## config.mk

```make
export PLATFORM = sky130hd
export DESIGN_NAME = fingertip_force_conditioner
export DESIGN_NICKNAME = d
export VERILOG_FILES = /design/src/sv/ffc_pkg.sv /design/src/sv/ffc_norm.sv /design/src/sv/fingertip_force_conditioner.sv
export VERILOG_INCLUDE_DIRS = /design/src /design/src/sv
export SDC_FILE = /design/constraint.sdc
export NUM_CORES = 2
export LEC_CHECK = 0
export BUFFER_PORTS_ARGS = -buffer_cell sky130_fd_sc_hd__buf_2
export CAP_MARGIN = 20
export CELL_PAD_IN_SITES_DETAIL_PLACEMENT = 1
export CELL_PAD_IN_SITES_GLOBAL_PLACEMENT = 1
export CORE_MARGIN = 5
export CORE_UTILIZATION = 35
export CTS_BUF_LIST = sky130_fd_sc_hd__clkbuf_4 sky130_fd_sc_hd__clkbuf_8 sky130_fd_sc_hd__clkbuf_16
export DETAILED_ROUTE_END_ITERATION = 16
export HOLD_SLACK_MARGIN = 0.12
export PLACE_DENSITY_LB_ADDON = 0.1
export SYNTH_ARGS = -nofsm -noshare
export SYNTH_HDL_FRONTEND = slang
export SYNTH_SLANG_ARGS = --single-unit
```

## constraint.sdc

```tcl
create_clock -name clk -period 26.6 [get_ports clk]
set_clock_uncertainty 0.15 [all_clocks]
set_input_delay 1.33 -clock clk [delete_from_list [all_inputs] [get_ports clk]]
set_output_delay 1.33 -clock clk [all_outputs]
set_load 0.02 [all_outputs]
```

## src/sv/fingertip_force_conditioner_defines.svh

```systemverilog
// Assertion macros shared by the fingertip force conditioner RTL.
`ifndef FINGERTIP_FORCE_CONDITIONER_DEFINES_SVH
`define FINGERTIP_FORCE_CONDITIONER_DEFINES_SVH
`ifndef ASSERT_OFF
`define FFC_ASSERT(label, clk, rst, prop) \
  label: assert property (@(posedge clk) disable iff (rst) (prop)) else $error("label failed");
`define FFC_ASSERT_RST(label, clk, prop) \
  label: assert property (@(posedge clk) (prop)) else $error("label failed");
`else
`define FFC_ASSERT(label, clk, rst, prop)
`define FFC_ASSERT_RST(label, clk, prop)
`endif
`endif

```

## src/sv/ffc_pkg.sv

```systemverilog
// Package with payload types, state codes and constants of the fingertip force conditioner.
package ffc_pkg;
  localparam int ValueWidth = 24;
  localparam int RateWidth = 40;
  localparam logic [11:0] DefaultTps = 12'd500;
  localparam logic [1:0] RegAlpha = 2'd0;
  localparam logic [1:0] RegTps = 2'd1;
  localparam logic [1:0] RegMinContacts = 2'd2;
  localparam logic [1:0] RegThreshold = 2'd3;

  typedef enum logic [2:0] {
    ST_IDLE, ST_SQRT, ST_MUL_TPS, ST_MUL_EMA, ST_DONE
  } ffc_state_t;

  typedef struct packed {
    logic [1:0] finger_index;
    logic inference_valid;
    logic [7:0] contact_level;
    logic signed [ValueWidth-1:0] force_x;
    logic signed [ValueWidth-1:0] force_y;
    logic signed [ValueWidth-1:0] force_z;
    logic signed [ValueWidth-1:0] disp_x;
    logic signed [ValueWidth-1:0] disp_y;
    logic signed [ValueWidth-1:0] disp_z;
    logic last_in_tick;
  } ffc_in_t;

  typedef struct packed {
    logic [1:0] finger_out;
    logic [ValueWidth-1:0] force_norm;
    logic signed [39:0] force_slope;
    logic [ValueWidth-1:0] displacement_magnitude;
    logic contact_active;
    logic [2:0] contact_total;
    logic [ValueWidth-1:0] peak_force;
    logic grasp_found;
    logic tick_done;
  } ffc_out_t;

  // Control from the sequencer to a serial arithmetic unit.
  typedef struct packed {
    logic start;
    logic busy;
  } ffc_unit_ctl_t;
endpackage

```

## src/sv/ffc_norm.sv

```systemverilog
// Serial Euclidean norm: squares accumulated by shift-add, then a bit-pair square root.
module ffc_norm import ffc_pkg::*; #(
  parameter int VW = 24
) (
  input  logic clk,
  input  logic rst,
  input  ffc_unit_ctl_t ctl,
  input  logic signed [VW-1:0] ax,
  input  logic signed [VW-1:0] ay,
  input  logic signed [VW-1:0] az,
  output logic [VW-1:0] mag,
  output logic done
);
  localparam int SW = 2 * VW + 2;
  localparam int RW = VW + 1;
  localparam int CW = $clog2(3 * VW + VW + 2);
  localparam int SqSteps = 3 * VW;
  localparam int RootSteps = SW / 2;

  logic [VW-1:0] ux, uy, uz;
  logic [VW-1:0] mplier;
  logic [SW-1:0] mshift;
  logic [SW-1:0] acc;
  logic [SW-1:0] acc_add;
  logic [SW-1:0] rem_src;
  logic [RW+1:0] rem;
  logic [RW-1:0] root;
  logic [CW-1:0] step;
  logic phase;
  logic [RW+1:0] trial;
  logic [RW+1:0] rem_shift;

  // Absolute values of the three components.
  assign ux = ax[VW-1] ? VW'(-ax) : VW'(ax);
  assign uy = ay[VW-1] ? VW'(-ay) : VW'(ay);
  assign uz = az[VW-1] ? VW'(-az) : VW'(az);

  assign rem_shift = {rem[RW-1:0], rem_src[SW-1 -: 2]};
  assign trial = {root, 2'b01};

  // The multiplicand moves left one place per multiplier bit.
  assign acc_add = mplier[0] ? acc + mshift : acc;

  // While busy, one multiplier bit per cycle, then one root bit per cycle.
  always_ff @(posedge clk) begin
    if (rst) begin
      step <= '0;
      phase <= 1'b0;
      done <= 1'b0;
    end else begin
      done <= 1'b0;
      if (ctl.start) begin
        step <= '0;
        phase <= 1'b0;
        acc <= '0;
        mshift <= SW'(ux);
        mplier <= ux;
      end else if (ctl.busy && !phase) begin
        acc <= acc_add;
        rem_src <= acc_add;
        if (step == CW'(VW - 1)) begin
          mshift <= SW'(uy);
          mplier <= uy;
        end else if (step == CW'(2 * VW - 1)) begin
          mshift <= SW'(uz);
          mplier <= uz;
        end else begin
          mshift <= mshift << 1;
          mplier <= mplier >> 1;
        end
        if (step == CW'(SqSteps - 1)) begin
          step <= '0;
          phase <= 1'b1;
          rem <= '0;
          root <= '0;
        end else begin
          step <= step + 1'b1;
        end
      end else if (ctl.busy && phase && step < CW'(RootSteps)) begin
        if (rem_shift >= trial) begin
          rem <= rem_shift - trial;
          root <= {root[RW-2:0], 1'b1};
        end else begin
          rem <= rem_shift;
          root <= {root[RW-2:0], 1'b0};
        end
        rem_src <= rem_src << 2;
        step <= step + 1'b1;
        if (step == CW'(RootSteps - 1)) begin
          done <= 1'b1;
        end
      end
    end
  end

  assign mag = root[VW-1:0];
endmodule

```

## src/sv/fingertip_force_conditioner.sv

```systemverilog
// Top level of the fingertip force conditioner: handshake, sequencer, rate filter and tick totals.
`include "fingertip_force_conditioner_defines.svh"
// One sample is taken at a time. The force and displacement norms run side by side in two
// serial norm units: shift-add squaring, then a bit-pair square root. The rate then takes a
// tick-rate product and moving-average products (bit-serial over the 12-bit tick rate and
// the 17-bit weights), then loads the result register and returns to idle to accept the
// next sample. The result sits in an output register; the next sample is accepted while it
// waits, and a finished sample holds in its last state until the output register is free.
module fingertip_force_conditioner import ffc_pkg::*; #(
  parameter int MAX_FINGERS = 4
) (
  input  logic clk,
  input  logic rst,
  input  logic in_valid,
  output logic in_stall,
  input  ffc_in_t in_data,
  output logic out_valid,
  input  logic out_stall,
  output ffc_out_t out_data,
  input  logic cfg_we,
  input  logic [1:0] cfg_index,
  input  logic [15:0] cfg_data
);
  localparam int VW = ValueWidth;
  localparam int RW = RateWidth;
  localparam int FW = (MAX_FINGERS > 1) ? $clog2(MAX_FINGERS) : 1;
  localparam logic signed [RW:0] RateMax = (RW+1)'((64'd1 << (RW - 1)) - 1);
  localparam logic signed [RW:0] RateMin = -RateMax - 1;
  localparam int PW = RW + 18;

  logic [15:0] rate_alpha;
  logic [11:0] ticks_per_second;
  logic [2:0] min_contacts;
  logic [7:0] contact_threshold;

  logic [VW-1:0] prev_magnitude [MAX_FINGERS];
  logic signed [RW-1:0] smoothed_rate [MAX_FINGERS];
  logic rate_started;
  logic [2:0] running_count;
  logic [VW-1:0] running_max;

  ffc_state_t state, state_next;
  ffc_in_t smp;
  ffc_in_t src;
  ffc_unit_ctl_t norm_ctl;
  logic [VW-1:0] fmag, dmag;
  logic fdone, ddone;
  logic [4:0] cnt;
  logic finger_ok;
  logic [FW-1:0] fsel;
  logic signed [VW+1:0] diff;
  logic signed [VW+14:0] raw_acc;
  logic signed [RW-1:0] raw;
  logic signed [PW-1:0] sum;
  logic [16:0] beta;
  logic signed [RW-1:0] old_rate;
  logic signed [PW-1:0] shifted;
  logic signed [RW-1:0] new_rate;
  logic contact;
  logic [2:0] count_next;
  logic [VW-1:0] max_next;
  logic [11:0] tps_eff;
  logic signed [VW-1:0] fx, fy, fz, dx, dy, dz;
  logic norm_done;
  logic out_load;

  // Configuration writes.
  always_ff @(posedge clk) begin
    if (rst) begin
      rate_alpha <= 16'd6554;
      ticks_per_second <= 12'd500;
      min_contacts <= 3'd2;
      contact_threshold <= 8'd128;
    end else if (cfg_we) begin
      unique case (cfg_index)
        RegAlpha: rate_alpha <= cfg_data;
        RegTps: ticks_per_second <= cfg_data[11:0];
        RegMinContacts: min_contacts <= cfg_data[2:0];
        RegThreshold: contact_threshold <= cfg_data[7:0];
        default: ;
      endcase
    end
  end

  // The norm units load the incoming beat at acceptance and the held sample afterwards.
  assign src = (state == ST_IDLE) ? in_data : smp;

  // Invalid inference forces zero vectors into the norm units.
  assign fx = src.inference_valid ? VW'(src.force_x) : '0;
  assign fy = src.inference_valid ? VW'(src.force_y) : '0;
  assign fz = src.inference_valid ? VW'(src.force_z) : '0;
  assign dx = src.inference_valid ? VW'(src.disp_x) : '0;
  assign dy = src.inference_valid ? VW'(src.disp_y) : '0;
  assign dz = src.inference_valid ? VW'(src.disp_z) : '0;

  assign norm_ctl.start = (state == ST_IDLE) && in_valid;
  assign norm_ctl.busy = (state == ST_SQRT);

  ffc_norm #(.VW(VW)) u_fnorm (
    .clk(clk), .rst(rst), .ctl(norm_ctl),
    .ax(fx), .ay(fy), .az(fz), .mag(fmag), .done(fdone)
  );
  ffc_norm #(.VW(VW)) u_dnorm (
    .clk(clk), .rst(rst), .ctl(norm_ctl),
    .ax(dx), .ay(dy), .az(dz), .mag(dmag), .done(ddone)
  );
  assign norm_done = fdone & ddone;

  assign finger_ok = (32'(smp.finger_index) < 32'(MAX_FINGERS));
  assign fsel = finger_ok ? FW'(smp.finger_index) : '0;
  assign tps_eff = (ticks_per_second == '0) ? DefaultTps : ticks_per_second;
  assign beta = 17'h10000 - 17'(rate_alpha);
  assign old_rate = smoothed_rate[fsel];
  assign contact = smp.inference_valid && (smp.contact_level > contact_threshold);
  assign count_next = (contact && running_count != 3'd7) ? running_count + 3'd1
                                                         : running_count;
  assign max_next = (fmag > running_max) ? fmag : running_max;

  // Round half up, drop 16 fraction bits, then saturate.
  always_comb begin
    shifted = (sum + PW'(32768)) >>> 16;
    if (shifted > PW'(RateMax)) begin
      new_rate = RW'(RateMax);
    end else if (shifted < PW'(RateMin)) begin
      new_rate = RW'(RateMin);
    end else begin
      new_rate = RW'(shifted);
    end
  end

  // Sequencer state.
  always_ff @(posedge clk) begin
    if (rst) begin
      state <= ST_IDLE;
    end else begin
      state <= state_next;
    end
  end

  always_comb begin
    state_next = state;
    unique case (state)
      ST_IDLE: if (in_valid) state_next = ST_SQRT;
      ST_SQRT: if (norm_done) state_next = ST_MUL_TPS;
      ST_MUL_TPS: if (cnt == 5'd11) state_next = ST_MUL_EMA;
      ST_MUL_EMA: if (cnt == 5'd16) state_next = ST_DONE;
      ST_DONE: if (!out_valid || !out_stall) state_next = ST_IDLE;
      default: state_next = ST_IDLE;
    endcase
  end

  assign in_stall = (state != ST_IDLE);
  assign out_load = (state == ST_DONE) && (!out_valid || !out_stall);

  // Datapath: serial tick-rate product, then two serial weight products, then the output load and state updates.
  always_ff @(posedge clk) begin
    if (rst) begin
      out_valid <= 1'b0;
      rate_started <= 1'b0;
      running_count <= '0;
      running_max <= '0;
      for (int i = 0; i < MAX_FINGERS; i++) begin
        prev_magnitude[i] <= '0;
        smoothed_rate[i] <= '0;
      end
    end else begin
      if (out_load) begin
        out_valid <= 1'b1;
      end else if (out_valid && !out_stall) begin
        out_valid <= 1'b0;
      end
      unique case (state)
        ST_IDLE: begin
          if (in_valid) smp <= in_data;
          cnt <= '0;
        end
        ST_SQRT: begin
          diff <= $signed({2'b00, fmag}) - $signed({2'b00, prev_magnitude[fsel]});
          raw_acc <= '0;
          cnt <= '0;
        end
        ST_MUL_TPS: begin
          if (tps_eff[cnt[3:0]]) begin
            raw_acc <= raw_acc + ((VW+15)'(diff) <<< cnt[3:0]);
          end
          cnt <= (cnt == 5'd11) ? 5'd0 : cnt + 5'd1;
          sum <= '0;
        end
        ST_MUL_EMA: begin
          if (cnt == 5'd16) begin
            if (beta[16]) sum <= sum + (PW'(old_rate) <<< 16);
          end else begin
            if (rate_alpha[cnt[3:0]]) sum <= sum + (PW'(raw) <<< cnt[3:0])
              + (beta[cnt[3:0]] ? (PW'(old_rate) <<< cnt[3:0]) : PW'(0));
            else if (beta[cnt[3:0]]) sum <= sum + (PW'(old_rate) <<< cnt[3:0]);
          end
          cnt <= cnt + 5'd1;
        end
        ST_DONE: begin
          if (out_load) begin
            out_data.finger_out <= smp.finger_index;
            out_data.force_norm <= VW'(fmag);
            out_data.force_slope <= (finger_ok && rate_started) ? new_rate : '0;
            out_data.displacement_magnitude <= VW'(dmag);
            out_data.contact_active <= contact;
            out_data.contact_total <= count_next;
            out_data.peak_force <= VW'(max_next);
            out_data.grasp_found <= smp.last_in_tick && (count_next >= min_contacts);
            out_data.tick_done <= smp.last_in_tick;
            if (finger_ok) begin
              smoothed_rate[fsel] <= rate_started ? new_rate : '0;
              prev_magnitude[fsel] <= fmag;
            end
            if (smp.last_in_tick) begin
              running_count <= '0;
              running_max <= '0;
              rate_started <= 1'b1;
            end else begin
              running_count <= count_next;
              running_max <= max_next;
            end
          end
        end
        default: ;
      endcase
    end
  end

  // Saturate the raw rate to the rate width.
  always_comb begin
    if (64'(raw_acc) > 64'(RateMax)) begin
      raw = RW'(RateMax);
    end else if (64'(raw_acc) < 64'(RateMin)) begin
      raw = RW'(RateMin);
    end else begin
      raw = RW'(raw_acc);
    end
  end

  // Checks on the sequencer and tick totals.
  `FFC_ASSERT(a_stall_busy, clk, rst, (state != ST_IDLE) |-> in_stall)
  `FFC_ASSERT(a_done_one, clk, rst, $rose(out_valid) |-> $past(state == ST_DONE))
  `FFC_ASSERT(a_tick_clear, clk, rst,
    (out_valid && out_data.tick_done && $rose(out_valid)) |-> (running_count == '0))
endmodule

```

==> impl_metrics.ini <==
[pwr]
max-vdd-ir-drop_uv = 59.7
power_leakage_nw = 36.0
switching_share_pct = 30.2
pwr-share-comb_pct = 21.7
intPower_mw = 3.88
power_frac_clock_pct = 38.8
p_sw_mw = 1.68
total_power_mw = 5.56
p_seq_share_pct = 39.5
p_per_area_nw_per_um2 = 61.5

[logic_synthesis]
synth.distinct_cells = 104
async_flop_share_pct = 0
syn-num-nets = 8917
ys_ff_latch = 1196
syn_area_per_cell_um2 = 9.76
ys.flop_type = edfxtp_1
synth_area_um2 = 80600
synth.yosys.seq_area_share_pct = 43.4
ys_warn_count = 0
synth-edff-count = 1105
syn-instance-count = 8257

[grt]
grt_pass1_wl_um = 424000
grt_max_degree = 124
grt_antenna_before_repair = 35
grt_use_total_pct = 22.8
grt_pass1_vias = 66900
overflow = 0

[setup_path]
max_stage_delay_ns = 0.80
end_kind = flip-flop
critPathBufInv = 2
cp.arrival_ns = 8.44
crit_chain = buf_4 > mux4_2 > mux2i_1 > nor2_1 > a21oi_1 > a21oi_1 > nand2_1 > fa_1 > inv_1 > ha_1 > and3_1 > and4_1 > o311ai_1 > a311oi_1 > o2111ai_1 > a211oi_1 > o21ai_0 > a21o_1 > nand3_1 > a21oi_1 > mux2i_1 > nand4_1
crit_family = compound AO/OA/AOI/OAI gates
worst_ep_required_time_ns = 26.98
critical_path_class = flip-flop to flip-flop
cpMostUsedCell = a21oi_1
cp-start-kind = flip-flop
crit_slowest_cell = dfxtp_4
critPathMaxFanout = 34

[clock_network]
post_cts_buffers = 0
htreeDepth = 4
clkLatencyLatePin_ns = 0.79
cts_tree = built
cts.sinks = 1196
clockBufferDepth = 3
clk_pin_slew_ns = 0.06
cts_resized = 0
cts-buffers-inserted = 151
root_buffer = clkbuf_16
postCtsHoldBufs = 0

[drt]
routed-wl-met2_um = 131000
wl_per_cell_um = 24.3
wirelength_um = 281000
drt_first_pass_iters = 5
drt_iter0_markers = 4229
wl_met1_um = 130000
vias_per_cell = 5.60
vias = 64700
drc = 0
dr.max_layer_used = met5
wl_met3_um = 11800
drtAntennaViolNets = 0

[cells_and_area]
layout-area-overhead-vs-synth_pct = 12.2
finalInstanceArea_um2 = 90400
nets = 9051
fillCellCount = 25900
drive_above_1_share_pct = 10.8
fin_util_pct = 39.4
stdcell_count = 11600

[timing]
min_period_ns = 8.06
worst_slack_ns = 18.54
timing.hold.ws_ns = 0.302
setup_tns_ns = 0
setup_viol = 0
min_period_over_period_pct = 30.3
rsz0062_at_grt = false
clock.fmax_mhz = 124
slew_violations = 0
slew_headroom_pct = 13.5
worst_pin_slew_ns = 1.29
finalHoldViolCount = 0

[placement]
gp_congestion = 0.923
placed_cell_area_um2 = 85200
dp.cells = 11300
dp_hpwl_um = 209000
io_buffers = 300
pre_cts_slack_ns = 18.53

[die]
coreArea_um2 = 230000
dieWidth_um = 490
std_cell_rows = 176
start_util_pct = 35.1
die_area_um2 = 240000
fp.dieH_um = 490
pin_count = 301

[run]
drv_cap = 0

[status]
status = complete, no violations

[hold_path]
hold_class = flip-flop to flip-flop
-- cell usage in the layout (no fill, tap or decap), types with 42 or more instances in the layout --
cell type,instances
nor3_1,177
nand2b_1,59
a31oi_1,74
mux2i_1,343
dfxtp_1,89
mux4_2,104
or3_1,43
a21o_1,253
xnor2_1,301
buf_4,92
a21oi_1,594
o31ai_1,42
clkbuf_16,152
a211oi_1,79
nand4_1,78
edfxtp_1,1105
o21a_1,79
nor2b_1,72
inv_1,383
and3_1,76
nor2_1,863
nand2_1,868
o21ai_0,644
fa_1,64
ha_1,417
o21bai_1,69
and2_1,85
nand3_1,101
nor4_1,63
xor2_1,154
o22ai_1,42
buf_2,299
-- final cells by class --
| type | count | area [µm²] | area share [%] |
|---|---|---|---|
| Clock buffer | 200 | 4210 | 4.66 |
| Clock inverter | 75 | 946 | 1.05 |
| Inverter | 392 | 1480 | 1.64 |
| Antenna cell | 12 | 30.0 | 0.0332 |
| Tap cell | 3026 | 3790 | 4.19 |
| Multi-Input combinational cell | 6256 | 42700 | 47.2 |
| Timing Repair Buffer | 394 | 2250 | 2.49 |
| Sequential cell | 1196 | 35000 | 38.7 |
-- power by group through the flow --
| stage | clock, mW | sequential (mW) | combinational [mW] |
|---|---|---|---|
| final | 2.16 | 2.20 | 1.21 |
| after global routing | 2.30 | 2.21 | 1.33 |
| after CTS | 2.22 | 2.20 | 1.21 |
| after detailed placement | 0 | 2.24 | 1.20 |
| after global placement | 0 | 2.24 | 1.19 |
| after floorplan | 0 | 2.22 | 0.860 |
-- path summary, 6_finish.rpt --
kind                    from            to  slack [ns]  cells past startpoint
max                flip-flop       sum[57]       18.54                     22
min reg2reg  u_dnorm.root[7]  out_data[37]        0.30                      0
min          u_dnorm.root[7]  out_data[37]        0.30                      0
max reg2reg        flip-flop       sum[57]       18.54                     22
-- cell families (layout without fill, tap and decap cells) --
kind of cell / after synthesis / after routing / synth area share, %
adders and majority gates: 481 / 481 / 8.06
buffers and inverters: 805 / 1061 / 3.92
muxes: 489 / 489 / 7.77
xor gates and xnor gates: 455 / 455 / 4.94
and+or+nand+nor: 2618 / 2618 / 14.7
AOI/OAI and AO/OA: 2213 / 2213 / 17.2
DFF: 1196 / 1196 / 43.4
other: 0 / 12 / 0
-- cells in the mapped netlist (44+ instances only) --
| cell type | instances | area, µm² |
|---|---|---|
| a31oi_1 | 74 | 463 |
| xnor2_1 | 301 | 2640 |
| nand2b_1 | 60 | 375 |
| and3_1 | 77 | 482 |
| edfxtp_1 | 1105 | 33200 |
| or3_1 | 44 | 275 |
| dfxtp_1 | 91 | 1820 |
| mux2i_1 | 344 | 3440 |
| inv_1 | 386 | 1450 |
| o21a_1 | 79 | 593 |
| nand2_1 | 871 | 3270 |
| a21oi_1 | 597 | 2990 |
| nor2_1 | 870 | 3270 |
| mux4_2 | 105 | 2360 |
| a21o_1 | 253 | 1900 |
| fa_1 | 64 | 1280 |
| buf_2 | 50 | 250 |
| o21bai_1 | 69 | 518 |
| nand4_1 | 78 | 488 |
| xor2_1 | 154 | 1350 |
| nor2b_1 | 72 | 450 |
| nor3_1 | 178 | 891 |
| clkbuf_1 | 284 | 1070 |
| and2_1 | 86 | 538 |
| nor4_1 | 64 | 400 |
| o21ai_0 | 645 | 3230 |
| nand3_1 | 107 | 536 |
| buf_1 | 57 | 214 |
| a211oi_1 | 80 | 601 |
| ha_1 | 417 | 5220 |
-- state kept, by name (all words and copies together) (netlist names), 58 cells and up, named ones only --
signal / cells
out_data: 120
sum: 58
smoothed_rate: 160
smp: 152
prev_magnitude: 96
-- worst register-to-register path: cells and delay by family, from the launching register on --
family                     cells  cell delay [ns]
muxes                          3             0.93
and+or+nand+nor                6             1.21
DFF                            1             0.80
adders and majority gates      2             0.93
AOI/OAI and AO/OA              9             3.01
buffers and inverters          2             0.77
-- per-layer routing --
| metal | global-route usage, % | up-vias |
|---|---|---|
| met1 | 31.2 | 32400 |
| met4 | 6.54 | 24 |
| met2 | 37.8 | 1319 |
| li1 | - | 30500 |
| met3 | 3.29 | 375 |
| met5 | 0 | - |
No activity file was read; power rests on OpenSTA's default activity.
